<file path="config.mk">
export PLATFORM = sky130hd
export DESIGN_NAME = hbpe_queue
export DESIGN_NICKNAME = d
export VERILOG_FILES = /design/src/hw/rtl/hbpe_pkg.sv /design/src/hw/rtl/hbpe_queue.sv
export SDC_FILE = /design/constraint.sdc
export NUM_CORES = 1
export LEC_CHECK = 0
export ABC_CLOCK_PERIOD_IN_PS = 3520
export BUFFER_PORTS_ARGS = -buffer_cell sky130_fd_sc_hd__buf_2
export CELL_PAD_IN_SITES_DETAIL_PLACEMENT = 1
export CELL_PAD_IN_SITES_GLOBAL_PLACEMENT = 1
export CORE_MARGIN = 4
export CORE_UTILIZATION = 30
export DETAILED_ROUTE_END_ITERATION = 10
export HOLD_SLACK_MARGIN = 0.02
export PLACE_DENSITY_LB_ADDON = 0.1
export SLEW_MARGIN = 20
export SYNTH_ARGS = -nofsm -noshare
export SYNTH_HDL_FRONTEND = slang
export SYNTH_SLANG_ARGS = --single-unit
</file>
<file path="constraint.sdc">
create_clock -name clk -period 3.52 [get_ports clk]
set_clock_uncertainty 0.05 [all_clocks]
set_input_delay 0.176 -clock clk [delete_from_list [all_inputs] [get_ports clk]]
set_output_delay 0.176 -clock clk [all_outputs]
set_load 0.1 [all_outputs]
</file>
<file path="src/hw/rtl/hbpe_pkg.sv">
// Shared constants, codes and types of the Huffman bit-packing encoder.
package hbpe_pkg;

  localparam int MAX_CODE_LEN = 32;

  localparam int MODE_W = 2;
  localparam int SYM_W  = 8;
  localparam int LEN_W  = 6;
  localparam int CODE_W = 32;
  localparam int BYTE_W = 8;

  localparam int TABLE_DEPTH = 1 << SYM_W;

  localparam int ACC_W = MAX_CODE_LEN + BYTE_W;
  localparam int CNT_W = $clog2(ACC_W);

  localparam int QDEPTH = 4;
  localparam int QPTR_W = $clog2(QDEPTH);

  localparam logic [LEN_W-1:0] MAX_LEN = LEN_W'(MAX_CODE_LEN);

  localparam logic [MODE_W-1:0] MODE_LOAD   = 2'd0;
  localparam logic [MODE_W-1:0] MODE_ENCODE = 2'd1;
  localparam logic [MODE_W-1:0] MODE_FLUSH  = 2'd2;

  typedef struct packed {
    logic                    flush;
    logic [LEN_W-1:0]        len;
    logic [MAX_CODE_LEN-1:0] code;
  } hbpe_op_t;

endpackage

</file>
<file path="src/hw/rtl/hbpe_queue.sv">
// Short operation queue between the front end and the packer.
module hbpe_queue import hbpe_pkg::*; (
  input  logic     clk,
  input  logic     rst,
  input  logic     push,
  input  hbpe_op_t push_op,
  output logic     full,
  input  logic     pop,
  output hbpe_op_t pop_op,
  output logic     nonempty
);

  hbpe_op_t          entries [QDEPTH];
  logic [QPTR_W-1:0] wptr;
  logic [QPTR_W-1:0] rptr;
  logic [QPTR_W:0]   count;

  assign full     = (count == (QPTR_W + 1)'(QDEPTH));
  assign nonempty = (count != '0);
  assign pop_op   = entries[rptr];

  always_ff @(posedge clk) begin
    if (push) begin
      entries[wptr] <= push_op;
    end
  end

  always_ff @(posedge clk) begin
    if (rst) begin
      wptr  <= '0;
      rptr  <= '0;
      count <= '0;
    end else begin
      if (push) begin
        wptr <= wptr + 1'b1;
      end
      if (pop) begin
        rptr <= rptr + 1'b1;
      end
      if (push && !pop) begin
        count <= count + 1'b1;
      end else if (pop && !push) begin
        count <= count - 1'b1;
      end
    end
  end

endmodule

</file>
==> metrics <==
Post-Syn Area per Cell 24.5 um^2; Crit Path Class reg2out; power per cell area 639 nW/um^2; period utilization 71.5%; Die Area 22500 um^2; clk root buf clkbuf_16; die height 150 um; Max-slew headroom 44.0%; Arr. time, crit path 2.29 ns; worst vdd ir 310 uV; worst-margin pin slew 0.841 ns; Synth warnings 0; Final Core Density roughly two fifths; Setup TNS Final 0 ns; Yosys top cell by area edfxtp_1; drt via density around 4.4; Static Leak 2.66 nW; Crit Path Max Fanout 39; drt drc 0; io pins 84; f_max between 300 and 400 MHz; Netlist cell types 20; worst r2r src wptr[0]; Final Hold Fails 0; crit path to pop_op[27]; sequential area share after synthesis 80.4%; r2r setup slk 1.58 ns; R2R Path End entries[3][15]; CTS Sinks roughly 170; post-CTS resize count 0; RSZ-0062 raised after global routing no; worst-skew pair later-pin latency 0.42 ns; initial antenna violation count 0; gr ovfl total 0; CTS tree yes; reg2reg path depth 3; Max Root-Sink Buffers 2; HPWL after DPL 7660 um; floorplan core area between 15000 and 20000 um^2; Max-Cap Viols 0; IO Port Bufs 83; first-pass GRT wire length 19200 um; Total Nets Final 439; most frequent cells in the layout 156 x edfxtp_1, 83 x buf_2, 42 x dlygate4sd3_1; gr usage total 11.7%; cell area after synthesis approximately 6000 um^2; CP Capture Type primary output; die width 150 um; Mapped Cells 247; Final min period between 2 and 3 ns; Worst setup SP type flop; Synth top area share between 70% and 80%; Clock H-tree levels 4; Setup violations, final 0; pin count of the biggest net entering global routing 40; final hold slack 0.0563 ns; Post-synth EDFFs between 150 and 200; register area 4870 um^2; HP Class in2reg; Inserted Clock Buffers 17; Initial Util 30.8%; Ant. Diodes 0; Layout Area Growth over Synthesis 28.5%; syn_nets 296; Row Count 51; post-route ant nets 0; async set-reset flop share out of synthesis 0%; design area 7770 um^2; Routed WL per cell 18.4 um; Worst-path clk slew 0.06 ns; Placer Congestion 0.640; Area after DPL ~7000 um^2; status finished, final reports clean; most common flop cell mapped by yosys edfxtp_1; Initial DRT Pass Iterations 4; Synth area leaders edfxtp_1 77%, mux4_2 15%, dfxtp_1 3.0%, ha_1 1.0%, nor2_1 0.43%; vias in the first global route 3359; Starting DRT DRC Count 141; via count about 3000; Data required, critical path between 3 and 4 ns; DRT Wirelength 12200 um; max-slew violation count 0; commonest non-fill, non-tap cell in the layout edfxtp_1; area of the multi-input gates between 1000 and 1500 um^2; synthesized flop and latch total between 150 and 200; share of cells above drive strength 1 40.4%; FILL cells between 1500 and 2000
-- cells in the mapped netlist, types with 3 or more instances --
| library cell | count |
|---|---|
| and2_1 | 4 |
| clkbuf_1 | 3 |
| dfxtp_1 | 9 |
| edfxtp_1 | 156 |
| ha_1 | 5 |
| inv_1 | 4 |
| mux4_2 | 39 |
| nor2_1 | 7 |
| xor2_1 | 3 |
-- cell families (layout without fill, tap and decap cells) --
kind of cell / after synthesis / after routing / share of synthesized area (%)
flops: 165 / 165 / 80.4
buf+inv: 13 / 167 / 1.22
fa+ha+maj: 6 / 6 / 1.37
simple gates: 15 / 15 / 1.24
compound gates: 2 / 2 / 0.165
mux: 41 / 41 / 14.9
xor+xnor: 5 / 5 / 0.724
-- how the worst min path moves through the flow --
stage,endpoint,slack [ns],startpoint,depth (start not counted)
after floorplan,entries[0][0],0.22,push_op[0],0
after global placement,entries[0][12],0.34,push_op[12],1
after detailed placement,entries[1][8],0.35,push_op[8],1
after CTS,wptr[1],0.04,push,3
after global routing,wptr[0],0.09,push,3
final,wptr[1],0.06,push,3
-- flip-flops by register name, summed over array words and instances, names as in the netlist, named ones only --
| signal | flops |
|---|---|
| count | 3 |
| entries | 156 |
| rptr | 2 |
| wptr | 2 |
-- power breakdown --
part	switching [W]	internal [W]
combinational	0.000718	0.000225
sequential	0.0000624	0.00225
clock	0.000692	0.00102
-- worst max-delay path, stage by stage (launching register included) --
cell,delay [ns]
dfxtp_4,0.90
mux4_2,0.63
buf_2,0.31
-- repair_timing --
item | 4_1_cts | 5_1_grt
hold endpoints to repair | 165 | 0
setup buffers | 0 | 0
hold buffers | 42 | 0
-- metal layers --
metal  wire length (um)  track usage [%]
met5                  0                0
met1               5540             15.1
met4                 95             3.84
met3                577             4.03
met2               6030             18.7
-- cell type report --
class / instances / area share (%)
tap: 265 / 4.27
clock buffer: 17 / 5.48
timing repair buffer: 133 / 11.5
sequential: 165 / 62.7
inverter: 4 / 0.193
clock inverter: 13 / 1.51
multi-input combinational: 69 / 14.3
-- through the flow --
step | total power (W) | worst slack, ns | std cells
after floorplan | 0.00310 | 0.747 | 247
after global placement | 0.00328 | 1.35 | 594
after detailed placement | 0.00328 | 1.34 | 594
after CTS | 0.00505 | 0.883 | 666
after global routing | 0.00518 | 0.808 | 666
final | 0.00497 | 1.00 | 666
No activity file was read; power rests on OpenSTA's default activity.
