**src/hw/rtl/hbpe_pkg.sv**
```systemverilog
// Shared constants, codes and types of the Huffman bit-packing encoder.
package hbpe_pkg;

  localparam int MAX_CODE_LEN = 32;

  localparam int MODE_W = 2;
  localparam int SYM_W  = 8;
  localparam int LEN_W  = 6;
  localparam int CODE_W = 32;
  localparam int BYTE_W = 8;

  localparam int TABLE_DEPTH = 1 << SYM_W;

  localparam int ACC_W = MAX_CODE_LEN + BYTE_W;
  localparam int CNT_W = $clog2(ACC_W);

  localparam int QDEPTH = 4;
  localparam int QPTR_W = $clog2(QDEPTH);

  localparam logic [LEN_W-1:0] MAX_LEN = LEN_W'(MAX_CODE_LEN);

  localparam logic [MODE_W-1:0] MODE_LOAD   = 2'd0;
  localparam logic [MODE_W-1:0] MODE_ENCODE = 2'd1;
  localparam logic [MODE_W-1:0] MODE_FLUSH  = 2'd2;

  typedef struct packed {
    logic                    flush;
    logic [LEN_W-1:0]        len;
    logic [MAX_CODE_LEN-1:0] code;
  } hbpe_op_t;

endpackage

```
**src/hw/rtl/hbpe_if.sv**
```systemverilog


interface hbpe_out_if import hbpe_pkg::*; ();
  logic              valid;
  logic              ready;
  logic [BYTE_W-1:0] out_byte;
  logic              last;

  modport source(output valid, out_byte, last, input ready);
  modport sink(input valid, out_byte, last, output ready);
endinterface

```
**src/hw/rtl/hbpe_back.sv**
```systemverilog
// Packer: appends code bits to the bit accumulator and emits bytes one per cycle while the output is ready.
module hbpe_back import hbpe_pkg::*; (
  input  logic      clk,
  input  logic      rst,
  input  logic      q_nonempty,
  input  hbpe_op_t  q_op,
  output logic      q_pop,
  hbpe_out_if.source dout
);

  logic [ACC_W-1:0]  acc;
  logic [ACC_W-1:0]  acc_next;
  logic [CNT_W-1:0]  cnt;
  logic [CNT_W-1:0]  cnt_next;
  logic              slot_free;
  logic              emit;
  logic              emit_last;
  logic              o_valid;
  logic [BYTE_W-1:0] o_byte;
  logic              o_last;

  assign slot_free = !o_valid || dout.ready;

  always_comb begin
    acc_next  = acc;
    cnt_next  = cnt;
    emit      = 1'b0;
    emit_last = 1'b0;
    q_pop     = 1'b0;
    priority if (cnt >= CNT_W'(BYTE_W)) begin
      if (slot_free) begin
        emit      = 1'b1;
        emit_last = (cnt < CNT_W'(2 * BYTE_W));
        acc_next  = acc << BYTE_W;
        cnt_next  = cnt - CNT_W'(BYTE_W);
      end
    end else if (q_nonempty) begin
      if (q_op.flush) begin
        if (cnt == '0) begin
          q_pop = 1'b1;
        end else if (slot_free) begin
          q_pop     = 1'b1;
          emit      = 1'b1;
          emit_last = 1'b1;
          acc_next  = '0;
          cnt_next  = '0;
        end
      end else begin
        q_pop    = 1'b1;
        acc_next = acc | ({q_op.code, {BYTE_W{1'b0}}} >> cnt);
        cnt_next = cnt + CNT_W'(q_op.len);
      end
    end
  end

  always_ff @(posedge clk) begin
    if (rst) begin
      acc <= '0;
      cnt <= '0;
    end else begin
      acc <= acc_next;
      cnt <= cnt_next;
    end
  end

  always_ff @(posedge clk) begin
    if (rst) begin
      o_valid <= 1'b0;
    end else if (emit) begin
      o_valid <= 1'b1;
    end else if (dout.ready) begin
      o_valid <= 1'b0;
    end
  end

  always_ff @(posedge clk) begin
    if (emit) begin
      o_byte <= acc[ACC_W-1 -: BYTE_W];
      o_last <= emit_last;
    end
  end

  assign dout.valid    = o_valid;
  assign dout.out_byte = o_byte;
  assign dout.last     = o_last;

endmodule

```
**src/flat_wrapper.sv**
```systemverilog
// flat-port wrapper written by rule: the top's interface ports become plain ports
module hbpe_back_flat import hbpe_pkg::*;
  (clk, rst, q_nonempty, q_op, q_pop, dout_valid, dout_out_byte, dout_last, dout_ready);
  hbpe_out_if dout_i ();
  input  logic clk;
  input  logic rst;
  input  logic q_nonempty;
  input  hbpe_op_t q_op;
  output logic q_pop;
  output wire logic [$bits(dout_i.valid)-1:0] dout_valid;
  output wire logic [$bits(dout_i.out_byte)-1:0] dout_out_byte;
  output wire logic [$bits(dout_i.last)-1:0] dout_last;
  input wire logic [$bits(dout_i.ready)-1:0] dout_ready;
  assign dout_valid = dout_i.valid;
  assign dout_out_byte = dout_i.out_byte;
  assign dout_last = dout_i.last;
  assign dout_i.ready = dout_ready;
  hbpe_back u_core (.clk(clk), .rst(rst), .q_nonempty(q_nonempty), .q_op(q_op), .q_pop(q_pop), .dout(dout_i));
endmodule
```
**config.mk**
```make
export PLATFORM = sky130hd
export DESIGN_NAME = hbpe_back_flat
export DESIGN_NICKNAME = d
export VERILOG_FILES = /design/src/hw/rtl/hbpe_pkg.sv /design/src/hw/rtl/hbpe_if.sv /design/src/hw/rtl/hbpe_back.sv /design/src/flat_wrapper.sv
export SDC_FILE = /design/constraint.sdc
export NUM_CORES = 1
export LEC_CHECK = 0
export BUFFER_PORTS_ARGS = -buffer_cell sky130_fd_sc_hd__clkbuf_2
export CORE_MARGIN = 4
export CORE_UTILIZATION = 60
export DETAILED_ROUTE_END_ITERATION = 8
export PLACE_DENSITY_LB_ADDON = 0.2
export SLEW_MARGIN = 20
export SYNTH_ARGS = -nofsm -noshare
export SYNTH_HDL_FRONTEND = slang
export SYNTH_SLANG_ARGS = --single-unit
```
**constraint.sdc**
```tcl
create_clock -name clk -period 2.9 [get_ports clk]
set_clock_uncertainty 0.05 [all_clocks]
set_input_delay 0.29 -clock clk [delete_from_list [all_inputs] [get_ports clk]]
set_output_delay 0.29 -clock clk [all_outputs]
set_load 0.01 [all_outputs]
```
==> metrics.md <==
| Metric | Value |
|---|---|
| Status | complete, no violations |
| Cell type with the largest total area after synthesis | dfxtp_1 |
| Most common library cells after synthesis | dfxtp_1, a21oi_1, nand2_1 |
| Initial Utilization | 63.18% |
| Hold path startpoint | q_op[37] |
| Sequential fraction of the synthesis area | 24.30% |
| Cell area after synthesis | 4984 sq um |
| GPL Wtd Cong | 0.9733 |
| Endpoint type of the worst setup path | flip-flop |
| H-tree depth | 2 |
| RSZ-0062 raised after global routing | no |
| Via-to-Cell Ratio | 7.381 |
| Top_reg_cell synth | dfxtp_1 |
| PortBufs | 53 |
| Critical path class | reg2reg |
| Min Tclk post-route | 2.681 ns |
| Syn_area_per_cell | 8.996 sq um |
| Register bit count reported by yosys | 56 |
| Seq. cell area | 1214 sq um |
| Die ar. | 9828 sq um |
| Worst-case clock buffer depth | 2 |
| Routed WL | 16,750 microns |
| Startpoint types | flip-flop |
| Worst R2R End | u_core.acc[22]$_SDFFE_PP0P_ |
| Residual DRC | 0 |
| Drt initial violations | 812 |
| Detailed placer's ending HPWL | 12,210 microns |
| First drt pass iteration count | 7 |
| Slew HR | 42.14% |
| Initial antenna violation count | 0 |
| Critical path fanouts, max | 16 |
| Drt wl/cell | 24.06 microns |
| First-pass GRT wire length | 26,190 microns |
| Worst Hold Class | in2reg |
| Final Power | 0.005239 W |
| Clk sinks | 56 |
| Setup Fix Bufs, Post-CTS | 0 |
| Slowest cell on crit path | dfxtp_2 |
| CP Data Required Time | 3.08 ns |
| Crit-path cells | mux4_2, mux2_2, a222oi_1, o221ai_1, o211a_1 |
| Total negative slack | 0 ns |
| Post-route cell area | 5512 sq um |
| DRT antenna net count | 0 |
| I/O pins | 54 |
| Max cap viols | 0 |
| Hold-fix buffers, CTS | 0 |
| Distinct cells, synth | 75 |
| # nets final | 644 |
| Area contributors post-synth | dfxtp_1, mux4_2, edfxtp_1 |
| Clock latency on the worst-skew pair | 0.32 ns |
| Congestion Overflow GR | 0 |
| Yosys top cell area share | 18.88% |
| Final Max Tran Viols | 0 |
| Peak supply drop | 0.4577 mV |
| Cts bufs inserted | 5 |
| Power density over cell area | 950.5 nW/um^2 |
| Reg clk slew, reported paths | 0.11 ns |
| Area delta synth->final | 10.60% |
| Reg2Reg Depth | 5 |
| Row count | 32 |
| Hold path depth | 4 |
| Die Y | 99.14 microns |
| TritonCTS clock tree | yes |
| Placeable Area | 7888 sq um |
| Vias | 5,137 |
| Vias in the first global route | 4,738 |
| Final setup viols | 0 |
| # diodes | 0 |
| Filler cells | 627 |
| Syn nets | 605 |
| Clock Root Buffer | clkbuf_8 |
| Crit path DAT | 2.86 ns |
| Hold Vio Cnt, Final | 0 |
| Synth Warn # | 0 |
| Worst Hold End | u_core.cnt[5]$_SDFFE_PP0P_ |
| Post-CTS Resized | 0 |
| Largest stage delay on the critical path | 0.67 ns |
| Final worst hold slack | 0.3267 ns |
| Final period util | 92.44% |
| Placed Area | 5379 sq um |
| Synthesized netlist cell count | 554 |
| Most common cell in the netlist | dfxtp_1 |
| Total GRT Usage | 33.50% |
| Asr flop ratio synth | 0% |
| Layout cell share with drive strength beyond 1 | 26.26% |
| R2R setup slack | 0.22 ns |
| Fmax | 373.0 MHz |
| Number of synthesized flops with an enable pin | 9 |
| Largest net degree at the start of global routing | 42 |
| Multi-input gate area | 3465 sq um |
| Leak Pwr | 2.129 nW |
| Worst-margin pin slew | 0.8679 ns |
| R2R Path Start | u_core.cnt[0]$_SDFFE_PP0P_ |
| DIE WIDTH | 99.14 microns |
-- cell usage in the layout (no fill, tap or decap), types with 12 or more instances in the layout --
cell      count
a21oi_1      44
a31oi_1      12
buf_4        25
clkbuf_2     53
dfxtp_1      45
mux2_2       14
mux2i_1      23
mux4_2       34
nand2_1      44
nand3_1      15
nor2_1       39
nor3_1       16
o211ai_1     13
o21ai_0      22
-- how the worst max path moves through the flow --
stage | startpoint | to | depth (start not counted)
floorplan | u_core.cnt[0]$_SDFFE_PP0P_ | u_core.acc[22]$_SDFFE_PP0P_ | 6
global placement | u_core.cnt[0]$_SDFFE_PP0P_ | u_core.acc[22]$_SDFFE_PP0P_ | 5
detailed placement | u_core.cnt[0]$_SDFFE_PP0P_ | u_core.acc[20]$_SDFFE_PP0P_ | 7
CTS | u_core.cnt[0]$_SDFFE_PP0P_ | u_core.acc[22]$_SDFFE_PP0P_ | 5
global route | u_core.cnt[0]$_SDFFE_PP0P_ | u_core.acc[22]$_SDFFE_PP0P_ | 5
finish | u_core.cnt[0]$_SDFFE_PP0P_ | u_core.acc[22]$_SDFFE_PP0P_ | 5
-- critical path: cells and delay by family (launching register included) --
family / cells / cell delay [ns]
compound gates: 3 / 0.89
flops: 1 / 0.67
mux: 2 / 0.96
-- registers in the layout, indices dropped and copies added (netlist names) --
| register | count |
|---|---|
| u_core.dout.last | 1 |
| u_core.acc | 40 |
| u_core.dout.out_byte | 8 |
| u_core.cnt | 6 |
| u_core.dout.valid | 1 |
-- per-layer routing --
metal / global-route usage, % / wire length (microns) / up-vias
li1: - / - / 2274
met5: 0 / 0 / -
met2: 50.41 / 7225 / 406
met4: 11.66 / 575 / 0
met1: 48.17 / 6815 / 2415
met3: 6.592 / 2132 / 42
-- kinds of logic after synthesis --
kind of cell,share of synthesized area [%]
buffers and inverters,6.176
flip-flops,24.30
multiplexers,23.15
XOR/XNOR,0.3516
AO/OA/AOI/OAI,28.65
AND/OR/NAND/NOR,15.21
adder cells (fa/ha/maj),2.159
-- metrics by stage --
step | util (%) | cells | worst slack [ns]
floorplan | - | 554 | 0.6678
global placement | 68.19 | 688 | 0.3223
detailed placement | 68.19 | 688 | 0.3276
CTS | 69.88 | 696 | 0.2912
global route | 69.88 | 696 | 0.1460
finish | 69.88 | 696 | 0.2193
-- cell type report --
| cell class | count | share of cell area, % |
|---|---|---|
| Multi-Input combinational cell | 433 | 62.86 |
| Sequential cell | 56 | 22.02 |
| Timing Repair Buffer | 81 | 9.308 |
| Tap cell | 102 | 2.316 |
| Clock buffer | 6 | 1.317 |
| Clock inverter | 2 | 1.090 |
| Inverter | 16 | 1.090 |
-- power breakdown --
group          internal [W]  switching [W]  leakage (nW)
clock              0.000346       0.000271        0.0654
combinational       0.00125        0.00197          1.59
sequential          0.00114       0.000262         0.475
No activity file was read; power rests on OpenSTA's default activity.
